==> src/rtl/llpph_pkg.sv <==
package llpph_pkg;

  localparam int PIX_W   = 8;
  localparam int LWID_W  = 13;
  localparam int COL_W   = 12;
  localparam int CFG_AW  = 4;
  localparam int CFG_DW  = 32;

  localparam logic [1:0] REG_LINE_WIDTH   = 2'd0;
  localparam logic [1:0] REG_GREEN_MARGIN = 2'd1;
  localparam logic [1:0] REG_WHITE_LEVEL  = 2'd2;

  localparam logic [LWID_W-1:0] LINE_WIDTH_RST   = 13'd640;
  localparam logic [PIX_W-1:0]  GREEN_MARGIN_RST = 8'd20;
  localparam logic [PIX_W-1:0]  WHITE_LEVEL_RST  = 8'd200;

  typedef struct packed {
    logic [LWID_W-1:0] line_width;
    logic [PIX_W-1:0]  green_margin;
    logic [PIX_W-1:0]  white_level;
  } cfg_t;

endpackage

==> src/rtl/llpph_if.sv <==
interface llpph_pix_if import llpph_pkg::*; ();
  logic             valid;
  logic             ready;
  logic [PIX_W-1:0] red;
  logic [PIX_W-1:0] green;
  logic [PIX_W-1:0] blue;

  modport source (output valid, red, green, blue, input ready);
  modport sink   (input valid, red, green, blue, output ready);
endinterface

interface llpph_res_if import llpph_pkg::*; ();
  logic             valid;
  logic             ready;
  logic             left_found;
  logic [COL_W-1:0] left_column;
  logic             right_found;
  logic [COL_W-1:0] right_column;

  modport source (output valid, left_found, left_column, right_found, right_column,
                  input ready);
  modport sink   (input valid, left_found, left_column, right_found, right_column,
                  output ready);
endinterface

==> src/rtl/llpph_cfg.sv <==
module llpph_cfg import llpph_pkg::*; (
  input  logic              clk,
  input  logic              rst_n,
  input  logic              psel,
  input  logic              penable,
  input  logic              pwrite,
  input  logic [CFG_AW-1:0] paddr,
  input  logic [CFG_DW-1:0] pwdata,
  output logic [CFG_DW-1:0] prdata,
  output logic              pready,
  output cfg_t              cfg
);

  cfg_t       cfg_r;
  logic       wr_en;
  logic [1:0] idx;

  assign pready = 1'b1;
  assign wr_en  = psel && penable && pwrite;
  assign idx    = paddr[3:2];
  assign cfg    = cfg_r;

  always_ff @(posedge clk) begin
    if (!rst_n) begin
      cfg_r.line_width   <= LINE_WIDTH_RST;
      cfg_r.green_margin <= GREEN_MARGIN_RST;
      cfg_r.white_level  <= WHITE_LEVEL_RST;
    end else if (wr_en) begin
      case (idx)
        REG_LINE_WIDTH:   cfg_r.line_width   <= pwdata[LWID_W-1:0];
        REG_GREEN_MARGIN: cfg_r.green_margin <= pwdata[PIX_W-1:0];
        REG_WHITE_LEVEL:  cfg_r.white_level  <= pwdata[PIX_W-1:0];
        default: ;
      endcase
    end
  end

  always_comb begin
    case (idx)
      REG_LINE_WIDTH:   prdata = CFG_DW'(cfg_r.line_width);
      REG_GREEN_MARGIN: prdata = CFG_DW'(cfg_r.green_margin);
      REG_WHITE_LEVEL:  prdata = CFG_DW'(cfg_r.white_level);
      default:          prdata = '0;
    endcase
  end

endmodule

==> src/rtl/laser_line_peak_per_half_top.sv <==
// A line's result is registered on its last pixel's transfer, presented the cycle after.
// One pixel per cycle unless a closing pixel waits; the per-pixel compare and running
// maximum are combinational between the pixel port and the line state registers.
// A last-column pixel waits only while a previous result is still held at the output.
// Reset (synchronous, rst_n low): line state cleared, no result pending, registers at
// line_width 640, green_margin 20, white_level 200.
module laser_line_peak_per_half_top import llpph_pkg::*; #(
  parameter int MAX_WIDTH = 4096
) (
  input  logic              clk,
  input  logic              rst_n,
  llpph_pix_if.sink         in_pix,
  llpph_res_if.source       out_res,
  input  logic              cfg_psel,
  input  logic              cfg_penable,
  input  logic              cfg_pwrite,
  input  logic [CFG_AW-1:0] cfg_paddr,
  input  logic [CFG_DW-1:0] cfg_pwdata,
  output logic [CFG_DW-1:0] cfg_prdata,
  output logic              cfg_pready
);

  // Column counter width, width of the effective-width arithmetic, and a width
  // wide enough to slice the 12-bit output column from a stored column.
  localparam int CW = (MAX_WIDTH > 2) ? $clog2(MAX_WIDTH) : 1;
  localparam int EW = (CW + 1 > LWID_W) ? CW + 1 : LWID_W;
  localparam int XW = (CW > COL_W) ? CW : COL_W;

  cfg_t cfg;

  llpph_cfg u_cfg (
    .clk     (clk),
    .rst_n   (rst_n),
    .psel    (cfg_psel),
    .penable (cfg_penable),
    .pwrite  (cfg_pwrite),
    .paddr   (cfg_paddr),
    .pwdata  (cfg_pwdata),
    .prdata  (cfg_prdata),
    .pready  (cfg_pready),
    .cfg     (cfg)
  );

  // Line state.
  logic [CW-1:0]    col_cnt_r, col_cnt_nxt;
  logic             l_seen_r, l_seen_nxt;
  logic [CW-1:0]    l_col_r, l_col_nxt;
  logic [PIX_W-1:0] l_grn_r, l_grn_nxt;
  logic             r_seen_r, r_seen_nxt;
  logic [CW-1:0]    r_col_r, r_col_nxt;
  logic [PIX_W-1:0] r_grn_r, r_grn_nxt;

  // Result register.
  logic             out_vld_r, out_vld_nxt;
  logic             o_lf_r, o_rf_r;
  logic [COL_W-1:0] o_lc_r, o_rc_r;

  logic [EW-1:0] lw_ext, eff_w, last_col, half_w, col_ext, col_sat;
  logic [CW-1:0] col;
  logic          is_last, in_xfer, out_xfer, qual, in_left;
  logic [XW-1:0] l_col_x, r_col_x;

  // The effective width is the programmed width clamped into [2, MAX_WIDTH].
  // A column count already past the last column (width lowered mid-line) is
  // treated as the last column.
  always_comb begin
    lw_ext = EW'(cfg.line_width);
    if (lw_ext < EW'(2)) begin
      eff_w = EW'(2);
    end else if (lw_ext > EW'(MAX_WIDTH)) begin
      eff_w = EW'(MAX_WIDTH);
    end else begin
      eff_w = lw_ext;
    end
    last_col = eff_w - EW'(1);
    half_w   = eff_w >> 1;
    col_ext  = EW'(col_cnt_r);
    col_sat  = (col_ext > last_col) ? last_col : col_ext;
    col      = col_sat[CW-1:0];
    is_last  = (col_sat >= last_col);
    in_left  = (col_sat < half_w);
  end

  // Pixels that do not close a line are always taken; the closing pixel needs
  // room in the result register.
  assign out_xfer     = out_vld_r && out_res.ready;
  assign in_pix.ready = !is_last || !out_vld_r || out_res.ready;
  assign in_xfer      = in_pix.valid && in_pix.ready;

  // Green must beat red and blue by more than the margin, or all three
  // channels are above the white level. The sums are carried one bit wider.
  assign qual = (({1'b0, in_pix.green} > ({1'b0, in_pix.red}  + {1'b0, cfg.green_margin})) &&
                 ({1'b0, in_pix.green} > ({1'b0, in_pix.blue} + {1'b0, cfg.green_margin})))
             || ((in_pix.red   > cfg.white_level) &&
                 (in_pix.green > cfg.white_level) &&
                 (in_pix.blue  > cfg.white_level));

  // Running maximum per half: a strictly greater green replaces the kept pixel,
  // so the earliest pixel wins a tie.
  always_comb begin
    l_seen_nxt = l_seen_r;
    l_col_nxt  = l_col_r;
    l_grn_nxt  = l_grn_r;
    r_seen_nxt = r_seen_r;
    r_col_nxt  = r_col_r;
    r_grn_nxt  = r_grn_r;
    if (qual) begin
      if (in_left) begin
        if (!l_seen_r || (in_pix.green > l_grn_r)) begin
          l_seen_nxt = 1'b1;
          l_col_nxt  = col;
          l_grn_nxt  = in_pix.green;
        end
      end else begin
        if (!r_seen_r || (in_pix.green > r_grn_r)) begin
          r_seen_nxt = 1'b1;
          r_col_nxt  = col;
          r_grn_nxt  = in_pix.green;
        end
      end
    end
    col_cnt_nxt = col + CW'(1);
    l_col_x     = XW'(l_col_nxt);
    r_col_x     = XW'(r_col_nxt);
    out_vld_nxt = out_vld_r && !out_xfer;
    if (in_xfer && is_last) begin
      out_vld_nxt = 1'b1;
    end
  end

  always_ff @(posedge clk) begin
    if (!rst_n) begin
      col_cnt_r <= '0;
      l_seen_r  <= 1'b0;
      l_col_r   <= '0;
      l_grn_r   <= '0;
      r_seen_r  <= 1'b0;
      r_col_r   <= '0;
      r_grn_r   <= '0;
      out_vld_r <= 1'b0;
    end else begin
      out_vld_r <= out_vld_nxt;
      if (in_xfer) begin
        if (is_last) begin
          col_cnt_r <= '0;
          l_seen_r  <= 1'b0;
          l_col_r   <= '0;
          l_grn_r   <= '0;
          r_seen_r  <= 1'b0;
          r_col_r   <= '0;
          r_grn_r   <= '0;
        end else begin
          col_cnt_r <= col_cnt_nxt;
          l_seen_r  <= l_seen_nxt;
          l_col_r   <= l_col_nxt;
          l_grn_r   <= l_grn_nxt;
          r_seen_r  <= r_seen_nxt;
          r_col_r   <= r_col_nxt;
          r_grn_r   <= r_grn_nxt;
        end
      end
    end
  end

  // Result payload is loaded only by the closing pixel's transfer. A half with
  // no qualifying pixel reports column zero, which the cleared state holds.
  always_ff @(posedge clk) begin
    if (in_xfer && is_last) begin
      o_lf_r <= l_seen_nxt;
      o_lc_r <= l_col_x[COL_W-1:0];
      o_rf_r <= r_seen_nxt;
      o_rc_r <= r_col_x[COL_W-1:0];
    end
  end

  assign out_res.valid        = out_vld_r;
  assign out_res.left_found   = o_lf_r;
  assign out_res.left_column  = o_lc_r;
  assign out_res.right_found  = o_rf_r;
  assign out_res.right_column = o_rc_r;

  // The closing pixel always leaves a result pending.
  a_last_gives_result: assert property (@(posedge clk) disable iff (!rst_n)
    (in_xfer && is_last) |=> out_vld_r)
    else $error("closing pixel did not produce a result");

  // A non-closing pixel advances the column counter by one.
  a_count_step: assert property (@(posedge clk) disable iff (!rst_n)
    (in_xfer && !is_last) |=> (col_cnt_r == $past(col) + CW'(1)))
    else $error("column counter did not advance");

  // A half that saw nothing reports column zero.
  a_empty_half: assert property (@(posedge clk) disable iff (!rst_n)
    out_vld_r |-> ((o_lf_r || (o_lc_r == '0)) && (o_rf_r || (o_rc_r == '0))))
    else $error("empty half reports a nonzero column");

  // A pending result that is not taken is never overwritten.
  a_no_overrun: assert property (@(posedge clk) disable iff (!rst_n)
    (out_vld_r && !out_res.ready) |-> !(in_xfer && is_last))
    else $error("result overwritten while stalled");

endmodule
==> src/flat_wrapper.sv <==
// flat-port wrapper written by rule: the top's interface ports become plain ports
module laser_line_peak_per_half_top_flat import llpph_pkg::*;
#(
  parameter int MAX_WIDTH = 4096
)
  (clk, rst_n, cfg_psel, cfg_penable, cfg_pwrite, cfg_paddr, cfg_pwdata, cfg_prdata, cfg_pready, in_pix_valid, in_pix_red, in_pix_green, in_pix_blue, in_pix_ready, out_res_valid, out_res_left_found, out_res_left_column, out_res_right_found, out_res_right_column, out_res_ready);
  llpph_pix_if in_pix_i ();
  llpph_res_if out_res_i ();
  input  logic clk;
  input  logic rst_n;
  input  logic cfg_psel;
  input  logic cfg_penable;
  input  logic cfg_pwrite;
  input  logic [CFG_AW-1:0] cfg_paddr;
  input  logic [CFG_DW-1:0] cfg_pwdata;
  output logic [CFG_DW-1:0] cfg_prdata;
  output logic cfg_pready;
  input wire logic [$bits(in_pix_i.valid)-1:0] in_pix_valid;
  input wire logic [$bits(in_pix_i.red)-1:0] in_pix_red;
  input wire logic [$bits(in_pix_i.green)-1:0] in_pix_green;
  input wire logic [$bits(in_pix_i.blue)-1:0] in_pix_blue;
  output wire logic [$bits(in_pix_i.ready)-1:0] in_pix_ready;
  output wire logic [$bits(out_res_i.valid)-1:0] out_res_valid;
  output wire logic [$bits(out_res_i.left_found)-1:0] out_res_left_found;
  output wire logic [$bits(out_res_i.left_column)-1:0] out_res_left_column;
  output wire logic [$bits(out_res_i.right_found)-1:0] out_res_right_found;
  output wire logic [$bits(out_res_i.right_column)-1:0] out_res_right_column;
  input wire logic [$bits(out_res_i.ready)-1:0] out_res_ready;
  assign in_pix_i.valid = in_pix_valid;
  assign in_pix_i.red = in_pix_red;
  assign in_pix_i.green = in_pix_green;
  assign in_pix_i.blue = in_pix_blue;
  assign in_pix_ready = in_pix_i.ready;
  assign out_res_valid = out_res_i.valid;
  assign out_res_left_found = out_res_i.left_found;
  assign out_res_left_column = out_res_i.left_column;
  assign out_res_right_found = out_res_i.right_found;
  assign out_res_right_column = out_res_i.right_column;
  assign out_res_i.ready = out_res_ready;
  laser_line_peak_per_half_top #(.MAX_WIDTH(MAX_WIDTH)) u_core (.clk(clk), .rst_n(rst_n), .in_pix(in_pix_i), .out_res(out_res_i), .cfg_psel(cfg_psel), .cfg_penable(cfg_penable), .cfg_pwrite(cfg_pwrite), .cfg_paddr(cfg_paddr), .cfg_pwdata(cfg_pwdata), .cfg_prdata(cfg_prdata), .cfg_pready(cfg_pready));
endmodule
==> config.mk <==
export PLATFORM = sky130hd
export DESIGN_NAME = laser_line_peak_per_half_top_flat
export DESIGN_NICKNAME = d
export VERILOG_FILES = /design/src/rtl/llpph_pkg.sv /design/src/rtl/llpph_if.sv /design/src/rtl/llpph_cfg.sv /design/src/rtl/laser_line_peak_per_half_top.sv /design/src/flat_wrapper.sv
export SDC_FILE = /design/constraint.sdc
export NUM_CORES = 1
export LEC_CHECK = 0
export ABC_CLOCK_PERIOD_IN_PS = 9100
export BUFFER_PORTS_ARGS = -buffer_cell sky130_fd_sc_hd__buf_4
export CAP_MARGIN = 20
export CELL_PAD_IN_SITES_DETAIL_PLACEMENT = 1
export CELL_PAD_IN_SITES_GLOBAL_PLACEMENT = 1
export CORE_MARGIN = 5
export CORE_UTILIZATION = 44
export DETAILED_ROUTE_END_ITERATION = 10
export PLACE_DENSITY = 0.93
export SLEW_MARGIN = 20
export SYNTH_ARGS = -nofsm -noshare
export SYNTH_HDL_FRONTEND = slang
export SYNTH_SLANG_ARGS = --single-unit
==> constraint.sdc <==
create_clock -name clk -period 9.1 [get_ports clk]
set_input_delay 2.275 -clock clk [delete_from_list [all_inputs] [get_ports clk]]
set_output_delay 2.275 -clock clk [all_outputs]
set_load 0.02 [all_outputs]
Word level (Yosys, flattened, before mapping)
Index checks and enable logic that the tools add are counted.
{ "word_totals": {"regBits": 110, "in_bits": 67, "output_inout_bits": 61} }
{ "op_classes": {"add_sub_neg": 4, "order_cmp": 12, "n_eq_ne": 3, "muxes": 30, "reduce_logical": 29} }
{ "ops": {"columns": ["op", "count"], "rows": [
  ["two-way mux 12 bit", 9],
  ["two-way mux 8 bit", 8],
  ["greater-than comparator 8 bit", 5],
  ["two-way mux 13 bit", 3],
  ["one-hot mux 13 bit (3 select lines)", 1],
  ["adder 8 x 8 -> 9 bit", 2],
  ["greater-than comparator 8 x 9 -> 1 bit", 2],
  ["greater-or-equal comparator 13 bit", 1],
  ["greater-than comparator 12 x 13 -> 1 bit", 1],
  ["greater-than comparator 13 bit, second input constant", 1],
  ["< comparator 13 x 12 -> 1 bit", 1],
  ["< comparator 13 x 2 -> 1 bit, second input constant", 1],
  ["subtractor 13 x 1 -> 13 bit, second input constant", 1],
  ["adder 12 x 1 -> 12 bit, second input constant", 1],
  ["logical AND 1 bit", 9],
  ["two-way mux 1 bit", 9],
  ["AND reduction 4 bit", 2],
  ["nonzero test 2 bit", 4],
  ["AND reduction 2 bit", 3],
  ["zero test 1 bit", 5],
  ["logical OR 1 bit", 5],
  ["== test 2 x 1 -> 1 bit, second input constant", 1],
  ["== test 2 bit, second input constant", 1],
  ["zero test 2 bit", 1],
  ["inequality test 2 x 1 -> 1 bit, second input constant", 1]
]} }

Logic depth before layout (Yosys ltp)
{ "logic_depth": {"ltp_word": 13, "ltp_mapped": 34} }

Hierarchy
A second synthesis with hierarchy kept.
{ "unflattened": {"hier_cells": 980, "hier_area_um2": 8694.6} }
{ "by_module_without_submodules": {"columns": ["module", "n_inst", "cells_per_inst", "area_each_um2", "seq_area_each_um2"], "rows": [
  ["laser_line_peak_per_half_top", 1, 806, 7135.6, 1881.8],
  ["llpph_cfg", 1, 174, 1559.0, 580.6]
]} }

Worst setup path after synthesis
Ideal clock, no wire load.
{ "synth_path": {"kind": "register to output", "startpoint": "register u_core.u_cfg.cfg_r (netlist bit u_core.u_cfg.cfg[23])", "endpoint": "output port in_pix_ready", "t_arrival_ps": 6245, "required_time_ps": 6825, "slack_ps": 580, "path_stages_with_launch": 28, "path_buffers": 3, "path_cell_list": "dfxtp_1 -> clkbuf_1 -> nor4_2 -> nand3_1 -> o21ai_0 -> ha_1 -> clkbuf_1 -> inv_1 -> a21oi_1 -> nand2_1 -> xor2_1 -> inv_1 -> ha_1 -> a2111o_1 -> o22ai_1 -> a21oi_1 -> o311ai_4 -> a21oi_2 -> buf_2 -> mux2_2 -> inv_1 -> ha_1 -> nand2b_1 -> a211oi_1 -> o32ai_1 -> o211a_1 -> o31ai_4 -> or2_2"} }
{ "synth_via": {"elab_chain_len": 10, "word_cells_on_any_way": 11, "classes_between": "1 x add/sub; 4 x order compare; 3 x mux; 3 x reduce/logical"} }
{ "synth_rtl": {"columns": ["element", "line", "source"], "rows": [
  ["start: declaration", "llpph_cfg.sv:14", "cfg_t cfg_r;"],
  ["greater-than comparator 13 bit", "laser_line_peak_per_half_top.sv:70", "end else if (lw_ext > EW'(MAX_WIDTH)) begin"],
  ["two-way mux 13 bit", "laser_line_peak_per_half_top.sv:70", null],
  ["two-way mux 13 bit *", "laser_line_peak_per_half_top.sv:68", "if (lw_ext < EW'(2)) begin"],
  ["subtractor 13 x 1 -> 13 bit *", "laser_line_peak_per_half_top.sv:75", "last_col = eff_w - EW'(1);"],
  ["greater-than comparator 12 x 13 -> 1 bit", "laser_line_peak_per_half_top.sv:78", "col_sat = (col_ext > last_col) ? last_col : col_ext;"],
  ["two-way mux 13 bit", "laser_line_peak_per_half_top.sv:78", null],
  ["greater-or-equal comparator 13 bit *", "laser_line_peak_per_half_top.sv:80", "is_last = (col_sat >= last_col);"],
  ["zero test 1 bit *", "laser_line_peak_per_half_top.sv:87", "assign in_pix.ready = !is_last || !out_vld_r || out_res.ready;"],
  ["logical OR 1 bit * (2 in a row)", "laser_line_peak_per_half_top.sv:87", null],
  ["end: declaration", "flat_wrapper.sv:22", "output wire logic [$bits(in_pix_i.ready)-1:0] in_pix_ready;"]
]} }
Mark *: on every way between the ends. The rest lies on a longest branch, timed or not.

Worst setup path in the final report
{ "layout_path": {"startpoint": "register u_core.u_cfg.cfg_r (netlist bit u_core.u_cfg.cfg[18])", "endpoint": "output port in_pix_ready"} }
The elaborated chain is that of the path after synthesis.

==> impl_metrics.py <==
metrics = {
    "placement": {
        "post-dp-hpwl_um": 20430,
        "place.port_buffers": 86,
        "gp_congestion": 0.9876,
    },
    "power": {
        "total_power_mw": 1.168,
        "p_leak_nw": 4.173,
        "power_density_mw_per_mm2": 121.6,
        "ir_drop_v": 0.00008957,
    },
    "timing": {
        "fmax_ghz": 0.1137,
        "period_share_pct": 96.63,
        "finalWorstPathRequiredPeriod_ns": 8.793,
        "slew_violations": 0,
        "setup_viol": 0,
        "finalHoldViolations": 0,
        "timing.hold.ws_ns": 0.4817,
        "worstMarginPinSlew_ns": 1.065,
        "max_slew_margin_pct": 28.90,
        "fin_skew_ns": 0.009198,
    },
    "worst_setup_path": {
        "crit_path_end_kind": "output port",
        "path_class": "reg2out",
        "cp_max_fo": 11,
        "critical_path_arrival_ns": 6.52,
        "cp.required_ns": 6.83,
        "crit_path_start_kind": "flip-flop",
    },
    "synth": {
        "yosysMostFrequentCell": "nand2_1",
        "ys.flop_type": "dfxtp_1",
        "async_flop_share_pct": 0,
        "ys_types": 77,
        "synth_largest_area_cell": "dfxtp_1",
        "synth_edf_count": 26,
        "netlist_area_mm2": 0.008408,
        "synth-seq-cells": 110,
        "yosysWarnings": 0,
        "synth.top_cell.area_share_pct": 20.00,
        "ys_top_cells_by_area": "dfxtp_1 (20%), ha_1 (16%), edfxtp_1 (9.3%)",
        "syn_area_per_cell_um2": 8.795,
        "synthTopCellsByCount": "nand2_1 (132), ha_1 (106), dfxtp_1 (84)",
        "ys_seq_area_share_pct": 29.29,
        "netlist_instances": 956,
    },
    "final_layout": {
        "nets": 1205,
        "area_growth_pct": 14.26,
        "antenna_cells": 0,
        "drive_gt1_share_pct": 17.58,
    },
    "clocking": {
        "cts_buffer_depth": 2,
        "clk_pin_slew_ns": 0.08,
        "cts_tree": "yes",
        "numCtsBuffers": 9,
        "cts.htree.levels": 3,
        "hold_buffers": 0,
        "clock-sinks": 110,
        "cts_root_buf": "clkbuf_16",
        "worstSkewPairLatency_ns": 0.37,
    },
    "routing": {
        "wl_per_cell_um": 22.76,
        "ant_nets": 0,
        "drc_errors": 0,
        "drt_iter0_markers": 503,
        "firstDrtPassIters": 5,
        "vias": 7860,
        "avgViaCountPerCell": 6.194,
        "routed_wl_um": 28890,
    },
    "die": {
        "rows": 50,
        "die_h_um": 148.2,
        "initial_core_util_pct": 44.80,
        "die_x_um": 148.2,
        "core_area_mm2": 0.01877,
        "io_pins": 128,
        "die_area_mm2": 0.02197,
    },
    "grt": {
        "grt_use_total_pct": 26.04,
        "grt_max_degree": 30,
        "grt-ovfl-total": 0,
        "antenna_found_initial": 0,
        "grt_pass1_vias": 8561,
        "grt_pass1_wl_um": 45990,
    },
    "min_path": {
        "hold_class": "reg2reg",
    },
    "outcome": {
        "outcome": "complete, no violations",
    },
    "flow_run": {
        "cap_violations": 0,
    },
}
==> metal layers <==
metal / vias to the layer above / GRT usage, % / share of wire [%]
li1: 3584 / - / -
met1: 3905 / 30.24 / 40
met4: 0 / 12.24 / 4.0
met2: 282 / 47.20 / 52
met3: 89 / 3.656 / 4.7
met5: - / 0 / 0
==> cell usage in the layout (no fill, tap or decap), types with 14 or more instances in the layout <==
cell type / n
ha_1: 106
a21oi_1: 62
xnor2_1: 14
o221ai_1: 17
o32ai_2: 18
nor2_1: 39
dfxtp_1: 84
buf_4: 106
nand3_1: 15
o211ai_1: 17
o21ai_0: 34
nand2_1: 132
conb_1: 20
mux2i_1: 34
mux2_2: 17
a21o_1: 18
nand4_1: 24
inv_1: 78
edfxtp_1: 26
==> timing repair <==
action	4_1_cts	5_1_grt
hold endpoints to repair	0	0
endpoints found under the setup margin	1	1
pin swaps	0	3
cloned	0	0
setup buffers	0	3
resized for setup	2	5
==> registers in the layout (all words and copies together) (netlist names), 8 cells and up <==
register,flops
u_core.col_cnt_r,12
u_core.l_col_r,12
u_core.l_grn_r,8
u_core.out_res.left_column,12
u_core.out_res.right_column,12
u_core.r_col_r,12
u_core.r_grn_r,8
u_core.u_cfg.cfg,29
==> metrics by stage <==
stage	instances	instance area (um2)	setup TNS, ns	utilization (%)	setup slack, ns
4_1_cts	1266	9542	0	50.84	0.07216
5_1_grt	1269	9607	-0.01728	51.19	-0.01728
3_5_place_dp	1250	9210	0	49.07	0.4698
2_1_floorplan	974	8476	0	-	0.5803
6_report	1269	9607	0	51.19	0.3070
3_3_place_gp	1250	9210	0	49.07	0.5290
==> critical path: stages, from the launching register on <==
cell	delay, ns
dfxtp_1	0.43
nor2_1	0.35
nand3_2	0.16
o21ai_0	0.17
buf_4	0.17
ha_1	0.17
inv_1	0.11
a21oi_1	0.17
nand2_1	0.08
xor2_1	0.22
inv_1	0.10
ha_1	0.33
a2111o_1	0.43
o22ai_1	0.24
a21oi_1	0.16
o311ai_4	0.44
a21oi_4	0.20
mux2_2	0.37
inv_1	0.15
ha_1	0.26
nand2b_1	0.15
a211oi_1	0.30
o32ai_1	0.18
o211a_1	0.27
o31ai_4	0.23
or2_2	0.17
buf_4	0.13
==> cell families after synthesis <==
logic type      count (synthesis)  synth area share, %
compound gates                239                21.89
other cells                     2              0.08932
mux                            52                6.503
flops                         110                29.29
fa+ha+maj                     108                16.25
buf+inv                       140                7.634
simple gates                  284                15.94
xor+xnor                       21                2.411
==> where the power goes <==
group | leakage [nW] | total (mW) | internal [mW] | switching, mW
sequential | 0.920 | 0.514 | 0.505 | 0.00864
combinational | 3.09 | 0.222 | 0.0833 | 0.138
clock | 0.159 | 0.432 | 0.229 | 0.203
==> final timing paths <==
path	start	endpoint	slack, ns	cells past startpoint
min reg2reg	u_core.r_col_r[8]$_SDFFE_PN0N_	u_core.r_col_r[8]$_SDFFE_PN0N_	0.48	2
max reg2reg	u_core.u_cfg.cfg[18]$_SDFFE_PN0P_	u_core.l_col_r[6]$_SDFFE_PN0N_	1.16	29
min	u_core.r_col_r[8]$_SDFFE_PN0N_	u_core.r_col_r[8]$_SDFFE_PN0N_	0.48	2
max	u_core.u_cfg.cfg[18]$_SDFFE_PN0P_	in_pix_ready	0.31	26
==> area by class of cell <==
type | instances | area (um2)
Clock inverter | 6 | 81.33
Timing Repair Buffer | 106 | 795.8
Multi-Input combinational cell | 724 | 5439
Clock buffer | 10 | 239.0
Fill cell | 2206 | 9161
Inverter | 79 | 296.5
Sequential cell | 110 | 2462
Tap cell | 234 | 292.8
Note: power is estimated with default switching activity, not from simulation.
